File: config.mk
export PLATFORM = sky130hd
export DESIGN_NAME = mouse_report_event_generator
export DESIGN_NICKNAME = d
export VERILOG_FILES = /design/src/rtl/core/mreg_pkg.sv /design/src/rtl/core/mreg_state_mem.sv /design/src/rtl/core/mouse_report_event_generator.sv
export SDC_FILE = /design/constraint.sdc
export NUM_CORES = 1
export LEC_CHECK = 0
export BUFFER_PORTS_ARGS = -buffer_cell sky130_fd_sc_hd__buf_4
export CORE_MARGIN = 8
export CORE_UTILIZATION = 35
export CTS_BUF_LIST = sky130_fd_sc_hd__clkbuf_4 sky130_fd_sc_hd__clkbuf_8 sky130_fd_sc_hd__clkbuf_16
export CTS_CLUSTER_SIZE = 14
export DETAILED_ROUTE_END_ITERATION = 16
export GPL_TIMING_DRIVEN = 0
export PLACE_DENSITY = 0.5
export SETUP_SLACK_MARGIN = 0.2
export SYNTH_ARGS = -nofsm -noshare
export SYNTH_HDL_FRONTEND = slang
export SYNTH_HIERARCHICAL = 1
export SYNTH_SLANG_ARGS = --single-unit
File: constraint.sdc
create_clock -name clk -period 14 [get_ports clk]
set_clock_uncertainty 0.15 [all_clocks]
set_input_delay 1.4 -clock clk [delete_from_list [all_inputs] [get_ports clk]]
set_output_delay 1.4 -clock clk [all_outputs]
set_load 0.005 [all_outputs]
File: src/rtl/core/mreg_pkg.sv
// ----------------------------------------------------------------------------
// mreg_pkg: shared types and constants for the mouse report event generator
// Event kinds, per-slot state layout and sizing constants.
// ----------------------------------------------------------------------------
package mreg_pkg;

	localparam int NUM_SLOTS_DEF = 4;
	localparam int NUM_BUTTONS   = 3;
	localparam int MAX_EVENTS    = 4;
	localparam int MOTION_W      = 24;

	typedef enum logic [1:0] {
		KIND_PRESS   = 2'd0,
		KIND_HOLD    = 2'd1,
		KIND_RELEASE = 2'd2,
		KIND_MOTION  = 2'd3
	} kind_t;

	localparam logic [1:0] CODE_NONE = 2'd0;

	// Per-slot state word kept in the state memory
	typedef struct packed {
		logic [NUM_BUTTONS-1:0] buttons;
		logic [MOTION_W-1:0]    motion;
	} slot_state_t;

	typedef struct packed {
		kind_t      kind;
		logic [1:0] code;
	} event_t;

endpackage

File: src/rtl/core/mreg_state_mem.sv
// ----------------------------------------------------------------------------
// mreg_state_mem: per-slot state memory
// One write and one read port, registered read, valid bits for reset and
// forwarding of a write that lands on the edge of a read to the same slot.
// ----------------------------------------------------------------------------
module mreg_state_mem #(
	parameter int NUM_SLOTS = mreg_pkg::NUM_SLOTS_DEF,
	parameter int SLOT_W    = (NUM_SLOTS > 1) ? $clog2(NUM_SLOTS) : 1
) (
	input  logic                  clk,
	input  logic                  arst_n,
	input  logic                  rd_en,
	input  logic [SLOT_W-1:0]     rd_addr,
	output mreg_pkg::slot_state_t rd_data,
	input  logic                  wr_en,
	input  logic [SLOT_W-1:0]     wr_addr,
	input  mreg_pkg::slot_state_t wr_data
);

	mreg_pkg::slot_state_t mem [NUM_SLOTS];
	logic [NUM_SLOTS-1:0]  valid_q;

	mreg_pkg::slot_state_t rd_raw_q;
	logic                  rd_vld_q;
	logic                  fwd_hit_q;
	mreg_pkg::slot_state_t fwd_data_q;

	always_ff @(posedge clk) begin
		if (wr_en) begin
			mem[wr_addr] <= wr_data;
		end
		if (rd_en) begin
			rd_raw_q   <= mem[rd_addr];
			fwd_data_q <= wr_data;
		end
	end

	always_ff @(posedge clk or negedge arst_n) begin
		if (!arst_n) begin
			valid_q   <= '0;
			rd_vld_q  <= 1'b0;
			fwd_hit_q <= 1'b0;
		end else begin
			if (wr_en) begin
				valid_q[wr_addr] <= 1'b1;
			end
			if (rd_en) begin
				rd_vld_q  <= valid_q[rd_addr];
				fwd_hit_q <= wr_en && (wr_addr == rd_addr);
			end
		end
	end

	// An entry never written reads as its reset value of zero
	always_comb begin
		if (fwd_hit_q) begin
			rd_data = fwd_data_q;
		end else if (rd_vld_q) begin
			rd_data = rd_raw_q;
		end else begin
			rd_data = '0;
		end
	end

endmodule

File: src/rtl/core/mouse_report_event_generator.sv
// ----------------------------------------------------------------------------
// mouse_report_event_generator: boot-protocol mouse report to event items
// Turns each mouse report into press, hold, release and motion items,
// keeping the last buttons and motion of every slot in a state memory.
// ----------------------------------------------------------------------------
//
//  channel | direction | handshake              | payload
//  --------+-----------+------------------------+-------------------------------
//  in      | input     | in_valid / in_ready    | device_slot, transfer_error,
//          |           |                        | button_byte, move_x/y/z
//  out     | output    | out_valid / out_ready  | event_kind, button_code,
//          |           |                        | out_x/y/z, last_event
//
//  A report is accepted into stage 1 while the state of its slot is read from
//  the state memory (registered read). Stage 1 builds the event list (0 to 4
//  items) and writes the new state back; stage 2 sends one item per cycle
//  while out_ready is high, bounded by the single output port. A report may
//  enter while the previous one still sends. Reset clears the valid bit of
//  every slot at once: no clearing pass. A stalled output holds stage 2,
//  then stage 1, then in_ready drops.
//
module mouse_report_event_generator #(
	parameter int NUM_SLOTS = mreg_pkg::NUM_SLOTS_DEF
) (
	input  logic              clk,
	input  logic              arst_n,
	input  logic              in_valid,
	output logic              in_ready,
	input  logic [1:0]        device_slot,
	input  logic              transfer_error,
	input  logic [7:0]        button_byte,
	input  logic signed [7:0] move_x,
	input  logic signed [7:0] move_y,
	input  logic signed [7:0] move_z,
	output logic              out_valid,
	input  logic              out_ready,
	output logic [1:0]        event_kind,
	output logic [1:0]        button_code,
	output logic signed [7:0] out_x,
	output logic signed [7:0] out_y,
	output logic signed [7:0] out_z,
	output logic              last_event
);

	localparam int SLOT_W  = (NUM_SLOTS > 1) ? $clog2(NUM_SLOTS) : 1;
	localparam int NB      = mreg_pkg::NUM_BUTTONS;
	localparam int NE      = mreg_pkg::MAX_EVENTS;
	localparam int CNT_W   = $clog2(NE + 1);
	localparam int POS_W   = $clog2(NE);

	// Input decode: widen the slot so the range check works for any depth
	logic [15:0]       slot_ext;
	logic [SLOT_W-1:0] slot_idx;
	logic              in_acc;

	assign slot_ext = 16'(device_slot);
	assign slot_idx = slot_ext[SLOT_W-1:0];
	assign in_acc   = in_valid && in_ready;

	// Stage 1: report waiting for its event list
	logic                              valid_s1;
	logic                              act_s1;
	logic [SLOT_W-1:0]                 slot_s1;
	logic [NB-1:0]                     btn_s1;
	logic [mreg_pkg::MOTION_W-1:0]     motion_s1;

	// Stage 2: event list being sent
	logic                   valid_s2;
	mreg_pkg::event_t       ev_s2 [NE];
	logic [CNT_W-1:0]       cnt_s2;
	logic [POS_W-1:0]       pos_s2;
	logic [7:0]             mx_s2;
	logic [7:0]             my_s2;
	logic [7:0]             mz_s2;

	mreg_pkg::slot_state_t  rd_state;
	mreg_pkg::slot_state_t  wr_state;
	logic                   mem_we;

	mreg_pkg::event_t       ev_list [NE];
	logic [CNT_W-1:0]       ev_cnt;
	logic                   emitted;
	logic                   motion_ok;
	logic                   out_acc;
	logic                   out_done;
	logic                   s2_free;
	logic                   s1_adv;

	mreg_state_mem #(
		.NUM_SLOTS (NUM_SLOTS),
		.SLOT_W    (SLOT_W)
	) u_state_mem (
		.clk     (clk),
		.arst_n  (arst_n),
		.rd_en   (in_acc),
		.rd_addr (slot_idx),
		.rd_data (rd_state),
		.wr_en   (mem_we),
		.wr_addr (slot_s1),
		.wr_data (wr_state)
	);

	// Build the event list: first scan gives press, hold or a single motion
	// item; second scan gives releases. Pack the items in order.
	assign motion_ok = (motion_s1 != '0) && (motion_s1 != rd_state.motion);

	always_comb begin
		emitted = 1'b0;
		ev_cnt  = '0;
		for (int i = 0; i < NE; i++) begin
			ev_list[i] = '{kind: mreg_pkg::KIND_MOTION, code: mreg_pkg::CODE_NONE};
		end
		for (int b = 0; b < NB; b++) begin
			if (btn_s1[b]) begin
				ev_list[ev_cnt[POS_W-1:0]].kind = rd_state.buttons[b] ?
					mreg_pkg::KIND_HOLD : mreg_pkg::KIND_PRESS;
				ev_list[ev_cnt[POS_W-1:0]].code = 2'(b + 1);
				ev_cnt  = ev_cnt + 1'b1;
				emitted = 1'b1;
			end else if (motion_ok && !emitted) begin
				ev_list[ev_cnt[POS_W-1:0]].kind = mreg_pkg::KIND_MOTION;
				ev_list[ev_cnt[POS_W-1:0]].code = mreg_pkg::CODE_NONE;
				ev_cnt  = ev_cnt + 1'b1;
				emitted = 1'b1;
			end
		end
		for (int b = 0; b < NB; b++) begin
			if (!btn_s1[b] && rd_state.buttons[b]) begin
				ev_list[ev_cnt[POS_W-1:0]].kind = mreg_pkg::KIND_RELEASE;
				ev_list[ev_cnt[POS_W-1:0]].code = 2'(b + 1);
				ev_cnt = ev_cnt + 1'b1;
			end
		end
	end

	// Handshake: stage 1 moves on when its items fit into stage 2;
	// dropped reports and reports with no items need no room there.
	assign out_acc  = out_valid && out_ready;
	assign out_done = out_acc && last_event;
	assign s2_free  = !valid_s2 || out_done;
	assign s1_adv   = valid_s1 && (!act_s1 || (ev_cnt == '0) || s2_free);
	assign in_ready = !valid_s1 || s1_adv;

	// Write back the new state of an accepted report
	assign mem_we           = s1_adv && act_s1;
	assign wr_state.buttons = btn_s1;
	assign wr_state.motion  = motion_s1;

	always_ff @(posedge clk or negedge arst_n) begin
		if (!arst_n) begin
			valid_s1 <= 1'b0;
		end else if (in_ready) begin
			valid_s1 <= in_valid;
		end
	end

	always_ff @(posedge clk) begin
		if (in_acc) begin
			act_s1    <= !transfer_error && (slot_ext < 16'(NUM_SLOTS));
			slot_s1   <= slot_idx;
			btn_s1    <= button_byte[NB-1:0];
			motion_s1 <= {move_z, move_y, move_x};
		end
	end

	// Stage 2: load a fresh list or advance through the current one
	always_ff @(posedge clk or negedge arst_n) begin
		if (!arst_n) begin
			valid_s2 <= 1'b0;
			pos_s2   <= '0;
		end else if (s1_adv && act_s1 && (ev_cnt != '0)) begin
			valid_s2 <= 1'b1;
			pos_s2   <= '0;
		end else if (out_done) begin
			valid_s2 <= 1'b0;
			pos_s2   <= '0;
		end else if (out_acc) begin
			pos_s2 <= pos_s2 + 1'b1;
		end
	end

	always_ff @(posedge clk) begin
		if (s1_adv && act_s1 && (ev_cnt != '0)) begin
			ev_s2  <= ev_list;
			cnt_s2 <= ev_cnt;
			mx_s2  <= motion_s1[7:0];
			my_s2  <= motion_s1[15:8];
			mz_s2  <= motion_s1[23:16];
		end
	end

	assign out_valid   = valid_s2;
	assign event_kind  = ev_s2[pos_s2].kind;
	assign button_code = ev_s2[pos_s2].code;
	assign out_x       = mx_s2;
	assign out_y       = my_s2;
	assign out_z       = mz_s2;
	assign last_event  = (CNT_W'(pos_s2) + 1'b1) == cnt_s2;

	// Checks on the internal pipeline
	a_pos_in_list: assert property (@(posedge clk) disable iff (!arst_n)
		valid_s2 |-> (CNT_W'(pos_s2) < cnt_s2))
		else $error("stage 2 position beyond its event list");

	a_cnt_bound: assert property (@(posedge clk) disable iff (!arst_n)
		valid_s2 |-> (cnt_s2 != '0) && (cnt_s2 <= CNT_W'(NE)))
		else $error("stage 2 holds an empty or oversized event list");

	a_no_overwrite: assert property (@(posedge clk) disable iff (!arst_n)
		(s1_adv && act_s1 && (ev_cnt != '0)) |-> s2_free)
		else $error("stage 1 loads over an unfinished event list");

	a_write_source: assert property (@(posedge clk) disable iff (!arst_n)
		mem_we |-> (valid_s1 && act_s1))
		else $error("state write without an accepted report");

endmodule

==> reports/qor.csv, run 1 <==
metric,value,unit
simple-gate portion of the synthesized area,5.02,%
I/O Buffers,64,
#FFs+latches synth,245,
Root Driver,clkbuf_16,
register area share after synthesis,74.4,%
vias per cell,4.88,
first-pass GRT wire length,31.7,mm
"Area growth, synth to finish",20.6,%
Arrival @ worst endpoint,6.53,ns
Hold Crit Depth,1,
post-synthesis compound-gate area fraction,5.69,%
ant diodes,0,
"most used cell, CP",ha_1,
synthesized area per cell,18.6,um2
grt peak-use layer,met2,
residual DRC count,0,
max_slew headroom,30.0,%
Adder-Cell Fraction of Synth Area,2.17,%
die height,184,um
sequential cell area,0.00731,mm2
VDD IR-drop max,0.0868,mV
main combinational cell family by area after synthesis,multiplexers,
Die W,184,um
fillers,2449,
Syn Inst Count,528,
mapped cell area,0.00982,mm2
# resized after CTS,0,
largest net degree at the start of global routing,29,
Antenna Nets Post-Route,0,
crit path kind,flop to primary output,
worst skew pair latency,0.53,ns
setup bufs post-CTS,0,
final setup vio count,0,
vias in the first global route,5305,
core area,0.0277,mm2
H-tree depth,1,
Max-Cap Viols,0,
worst reg-to-reg path cell count,28,
DR pass1 iterations,5,
Max clock buf depth,3,
GRT Overall Usage,12.3,%
ys flop type,edfxtp_1,
Crit Path Max Fanout,10,
unrepaired setup endpoints after global routing,false,
RR Startpoint,u_state_mem/rd_vld_q$_DFFE_PN0P_,
floorplan row count,61,
pins over their slew limit,0,
HPWL Detailed,13.6,mm
crit path from,u_state_mem/rd_vld_q$_DFFE_PN0P_,
layout cells sized above 1,27.6,%
Final Hold Viols,0,
Post-Layout Cell Count,1029,
post-synthesis async set-or-reset flop share,4.08,%
CTS Sinks,245,
met1 Use GR,15.9,%
fin nets,687,
status,"complete, no violations",
Routed WL,20.6,mm
CP max stage cell,or4_1,
period utilisation layout,57.7,%
Highest Clock Rate,124,MHz
M2 GR Usage,20.9,%
GP Congestion,0.833,
Hold Crit Start,u_state_mem/valid_q[2]$_DFFE_PN0P_,
measured slew at the worst slew-check pin,1.04,ns
Worst Hold Class,flop to flop,
"Reg clk slew, reported paths",0.06,ns
Setup TNS,0,ns
WL/cell,20.0,um
Iter 0 DRT Violations,255,
Critical Path Max Stage Delay,0.52,ns
Setup crit end kind,primary output,
CTS tree,built,
Lkg Pwr,4.14,nW
"EDFF count, synth",235,
CP Data Required Time,12.45,ns
initial antenna violation count,0,
full die area,0.0337,mm2
Yosys cell types,56,
Synth Area in XOR/XNOR,3.58,%
post-layout minimum cycle time,8.08,ns
mux share of post-synthesis cell area,7.58,%
Yosys warning total,6,
hold buffers post-CTS,0,
total grt overflow,0,
M3 GR Usage,2.33,%
pwr dens,180,mW/mm2
total CTS buffers,26,
Post-Syn Nets,584,
CP startpoint kind,flop,
Initial Util,35.5,%
placed cell count,981,
vias,5025,
area of the multi-input gates,0.00240,mm2
IO Count,70,
## sequential cells by signal, indices dropped and copies added, names as in the netlist, 2 cells and up
name / flops
u_state_mem/rd_raw_q: 27
u_state_mem/fwd_data_q: 27
slot_s1: 2
ev_s2: 16
motion_s1: 24
btn_s1: 3
u_state_mem/valid_q: 4
cnt_s2: 3
u_state_mem/mem: 108
out_x: 8
out_y: 8
pos_s2: 2
out_z: 8
## routing by layer
layer / vias up / share of wire (%)
li1: 2316 / -
met1: 2559 / 44
met2: 117 / 49
met3: 33 / 4.8
met4: 0 / 2.1
met5: - / 0
## where the power goes
part           total (mW)  switching (mW)  internal [mW]
Sequential           1.01          0.0611          0.951
Clock               0.659           0.277          0.382
Combinational       0.462           0.257          0.205
## synthesized netlist by cell type (all sizes together), types with 2 or more instances
| master | instances | area, um2 |
|---|---|---|
| nor3 | 2 | 10.0 |
| ha | 17 | 213 |
| mux2i | 2 | 20.0 |
| nand2b | 3 | 18.8 |
| nand4 | 8 | 50.1 |
| or3 | 2 | 17.5 |
| a21o | 5 | 37.5 |
| mux4 | 31 | 698 |
| xor2 | 20 | 194 |
| a22oi | 6 | 45.0 |
| buf | 13 | 88.8 |
| a22o | 27 | 236 |
| nor2 | 7 | 26.3 |
| o21a | 3 | 22.5 |
| nor3b | 3 | 27.5 |
| xnor2 | 18 | 158 |
| or2 | 7 | 46.3 |
| a21oi | 9 | 45.0 |
| nand2 | 28 | 105 |
| clkbuf | 6 | 22.5 |
| nor4 | 11 | 75.1 |
| nand3 | 7 | 40.0 |
| o311ai | 2 | 25.0 |
| nor2b | 4 | 25.0 |
| o21ai | 10 | 50.1 |
| and3b | 2 | 17.5 |
| and2 | 3 | 20.0 |
| mux2 | 2 | 26.3 |
| dfrtp | 10 | 250 |
| edfxtp | 235 | 7060 |
| inv | 12 | 45.0 |
## cells in the final DEF (no fill, tap or decap), types with 4 or more instances in the layout
cell type  count
nor2b_1        4
xnor2_1       18
xor2_1        19
nor4_1        10
clkbuf_16     26
buf_4         66
clkinv_2       5
a21oi_1        9
buf_6          5
nand4_1        8
clkbuf_1       6
edfxtp_1     235
nand2_1       28
mux4_2        31
a21o_1         5
buf_8          4
dfrtp_1       10
or2_2          5
ha_1          17
o21ai_0       10
nand3_1        6
buf_2          8
nor2_1         6
a22oi_1        6
clkinv_1       9
inv_1         12
a22o_1        27
## worst paths after layout
check                                                     end  slack [ns]
hold reg to reg            u_state_mem/valid_q[2]$_DFFE_PN0P_        0.32
max in group asynchronous   u_state_mem/fwd_hit_q$_DFFE_PN0P_       13.01
hold / removal             u_state_mem/valid_q[2]$_DFFE_PN0P_        0.32
setup reg to reg             u_state_mem/mem[0][10]$_DFFE_PP_        6.22
min in group asynchronous               pos_s2[0]$_DFFE_PN0P_        0.54
setup / recovery                                     in_ready        5.92
## worst max-delay path, delay by kind of cell (launching register included)
family | cells | cell delay (ns)
DFF | 1 | 0.41
xor gates and xnor gates | 1 | 0.23
and+or+nand+nor | 8 | 1.64
buffers and inverters | 5 | 0.73
adders and majority gates | 4 | 1.15
AOI/OAI and AO/OA | 6 | 1.27
muxes | 2 | 0.56
## cell type report
cell class	instances	share of cell area, %
buffer	19	0.940
clock buffer	29	5.68
clock inverter	19	1.27
inverter	12	0.380
multi-input combinational	252	20.3
sequential	245	61.7
tap	378	3.99
timing repair buffer	75	5.79
## stage by stage
step / setup slack [ns] / hold WS, ns / area [um2] / total power [mW] / util, %
3_5_place_dp: 6.23 / 0.304 / 11000 / 1.50 / 39.8
3_3_place_gp: 0.248 / 0.302 / 10800 / 1.47 / 38.9
4_1_cts: 5.84 / 0.325 / 11800 / 2.16 / 42.8
5_1_grt: 5.27 / 0.341 / 11800 / 2.24 / 42.8
2_1_floorplan: 3.70 / 0.289 / 9820 / 1.31 / -
6_report: 5.92 / 0.322 / 11800 / 2.13 / 42.8
## logic make-up (layout without fill, tap and decap cells)
family / count (synthesis) / count (layout)
multiplexers: 35 / 35
buffers and inverters: 31 / 154
AO/OA/AOI/OAI: 73 / 73
XOR/XNOR: 38 / 38
AND/OR/NAND/NOR: 89 / 89
adder cells (fa/ha/maj): 17 / 17
flip-flops: 245 / 245
(Power assumes the default switching activity.)
==> run 2, diff against run 1 <==
--- a/config.mk
+++ b/config.mk
@@ -5,6 +5,7 @@
 export SDC_FILE = /design/constraint.sdc
 export NUM_CORES = 1
 export LEC_CHECK = 0
+export ABC_AREA = 1
 export BUFFER_PORTS_ARGS = -buffer_cell sky130_fd_sc_hd__buf_4
 export CORE_MARGIN = 8
 export CORE_UTILIZATION = 35
==> constraint.sdc (replaced) <==
create_clock -name clk -period 7.9 [get_ports clk]
set_clock_uncertainty 0.15 [all_clocks]
set_input_delay 0.79 -clock clk [delete_from_list [all_inputs] [get_ports clk]]
set_output_delay 0.79 -clock clk [all_outputs]
set_load 0.005 [all_outputs]
==> reports/qor.csv, run 2 <==
metric,value,unit,change
status,"complete, no violations",,
synthesized area per cell,12.0,um2,-36%
Root Driver,clkbuf_16,,
Max clock buf depth,3,,unchanged
core area,0.0293,mm2,+5.8%
biggest regs,"u_state_mem/mem x108, u_state_mem/fwd_data_q x27, u_state_mem/rd_raw_q x27",,
synth top area cells,"edfxtp_1 68%, nand2_1 6.7%, nor2_1 3.4%, o21ai_0 3.3%, inv_1 2.9%",,
floorplan row count,63,,+3.3%
first-pass GRT wire length,36.5,mm,+15%
measured slew at the worst slew-check pin,0.661,ns,-0.380 ns
Routed WL,23.7,mm,+15%
Critical Path Max Stage Delay,0.36,ns,-0.16 ns
vias in the first global route,6362,,+20%
IO Count,70,,unchanged
WHS,0.264,ns,-0.0575 ns
CTS tree,built,,
#FFs+latches synth,245,,unchanged
ant diodes,0,,unchanged
Lkg Pwr,4.87,nW,+18%
HPWL Detailed,14.9,mm,+9.4%
"top cells by count, synth","235 x edfxtp_1, 183 x nand2_1, 94 x nor2_1, 80 x inv_1, 69 x o21ai_0",,
total grt overflow,0,,unchanged
# resized after CTS,0,,unchanged
register area share after synthesis,70.8,%,-3.6 points
Largest Register,u_state_mem/mem,,
max reg flops,108,,unchanged
residual DRC count,0,,unchanged
ys flop type,edfxtp_1,,
Setup TNS,0,ns,unchanged
Worst Hold Class,primary input to flop,,
Initial Util,35.2,%,-0.25 points
placed cell count,1323,,+35%
vias,6428,,+28%
Antenna Nets Post-Route,0,,unchanged
"most common cell after layout, fill and taps aside",edfxtp_1,,
"EDFF count, synth",235,,unchanged
Max-Cap Viols,0,,unchanged
post-synthesis async set-or-reset flop share,4.08,%,unchanged
VDD IR-drop max,0.203,mV,+130%
vias per cell,4.68,,-4.1%
Crit Path Max Fanout,10,,unchanged
pwr dens,305,mW/mm2,+69%
Syn Inst Count,863,,+63%
H-tree depth,1,,unchanged
largest net degree at the start of global routing,50,,+72%
"Reg clk slew, reported paths",0.06,ns,about the same
CTS Sinks,245,,unchanged
dpl ws,1.13,ns,-5.10 ns
CP Data Required Time,6.96,ns,-5.49 ns
crit path kind,flop to primary output,,
worst skew pair latency,0.55,ns,+0.02 ns
Arrival @ worst endpoint,5.83,ns,-0.70 ns
initial antenna violation count,0,,unchanged
Die W,188,um,+2.3%
GP Congestion,0.773,,-7.2%
DP Area,0.0115,mm2,+4.1%
"Area growth, synth to finish",20.4,%,
"most used cell, CP",nand2_1,,
CP startpoint kind,flop,,
Yosys warning total,6,,unchanged
GRT Overall Usage,13.1,%,+0.85 points
Post-Syn Nets,919,,+57%
die height,188,um,+2.3%
overall power,3.79,mW,+78%
max_slew headroom,56.0,%,+26 points
mapped cell area,0.0103,mm2,+5.1%
WL/cell,17.2,um,-14%
leading area contributor after synthesis,edfxtp_1,,
worst setup margin,1.13,ns,-4.80 ns
post-layout minimum cycle time,6.77,ns,
"commonest non-fill, non-tap cells in the layout","235 x edfxtp_1, 183 x nand2_1, 90 x nor2_1",,
layout cells sized above 1,18.4,%,-9.2 points
Setup crit end kind,primary output,,
unrepaired setup endpoints after global routing,false,,
design area,0.0124,mm2,+4.9%
DR pass1 iterations,5,,unchanged
total CTS buffers,27,,+3.8%
final core utilization,42.4,%,-0.36 points
Yosys cell types,41,,-27%
Highest Clock Rate,148,MHz,
cell with the most instances after synthesis,edfxtp_1,,
Synth top area share,68.3,%,-3.5 points
Final Hold Viols,0,,unchanged
Post-Layout Cell Count,1373,,+33%
pins over their slew limit,0,,unchanged
period utilisation layout,85.8,%,
Iter 0 DRT Violations,382,,+50%
CP max stage cell,buf_2,,
I/O Buffers,64,,unchanged
full die area,0.0353,mm2,+4.7%
final setup vio count,0,,unchanged
fin nets,1019,,+48%
run 2: cell types whose count changed after synthesis, sizes merged, moves of 7 or more:
cell	delta
o21ai	+65
nand3	+48
nand2	+163
a21oi	-7
mux4	-31
a22o	-27
nor2	+89
inv	+81
nor4	-9
buf	+8
xnor2	-17
xor2	-14
o22ai	+34
run 2: logic make-up after synthesis:
group | after synthesis | share of synthesized area (%)
XOR/XNOR | 7 | 0.594
adder cells (fa/ha/maj) | 17 | 2.06
AND/OR/NAND/NOR | 355 | 14.9
AO/OA/AOI/OAI | 117 | 6.36
flip-flops | 245 | 70.8
buffers and inverters | 122 | 5.33
run 2: where the power goes:
group          switching, mW  total (mW)  internal [mW]
combinational          0.463       0.721          0.258
sequential            0.0869        1.74           1.66
clock                  0.517        1.33          0.809
run 2: repair_timing:
| action | in CTS | in global routing |
|---|---|---|
| setup buffers | 0 | 0 |
| hold buffers | 1 | 0 |
| hold endpoints to repair | 10 | 0 |
run 2: path summary, 6_finish.rpt:
check,from,to,slack [ns],cells past startpoint
max,u_state_mem/rd_vld_q$_DFFE_PN0P_,in_ready,1.13,35
min,move_y[3],motion_s1[11]$_DFFE_PP_,0.26,1
max in group asynchronous,arst_n,u_state_mem/valid_q[0]$_DFFE_PN0P_,6.98,2
min in group asynchronous,arst_n,out_valid$_DFFE_PN0P_,0.47,2
min reg2reg,u_state_mem/valid_q[1]$_DFFE_PN0P_,u_state_mem/valid_q[1]$_DFFE_PN0P_,0.31,2
max reg2reg,u_state_mem/rd_vld_q$_DFFE_PN0P_,u_state_mem/mem[1][19]$_DFFE_PP_,1.21,37
run 2: final cells by class:
class / count / area (um2)
Fill cell: 2828 / 16900
Multi-Input combinational cell: 496 / 2500
Buffer: 28 / 198
Sequential cell: 245 / 7310
Tap cell: 390 / 488
Inverter: 94 / 355
Clock buffer: 38 / 801
Timing Repair Buffer: 71 / 633
Clock inverter: 11 / 151
run 2: critical path: cells and delay by family, from the launching register on:
kind / cells / cell delay, ns
AND/OR/NAND/NOR: 22 / 2.55
buffers and inverters: 7 / 1.04
AO/OA/AOI/OAI: 1 / 0.06
adder cells (fa/ha/maj): 4 / 0.98
flip-flops: 1 / 0.32
XOR/XNOR: 1 / 0.34
run 2: metal layers:
metal  vias to the layer above  wire, um  GRT usage [%]
met5                         -         0              0
met1                      3066     11000           17.9
met2                       147     11000           21.4
met4                         0       493           3.21
li1                       3178         -              -
met3                        37      1150           2.51
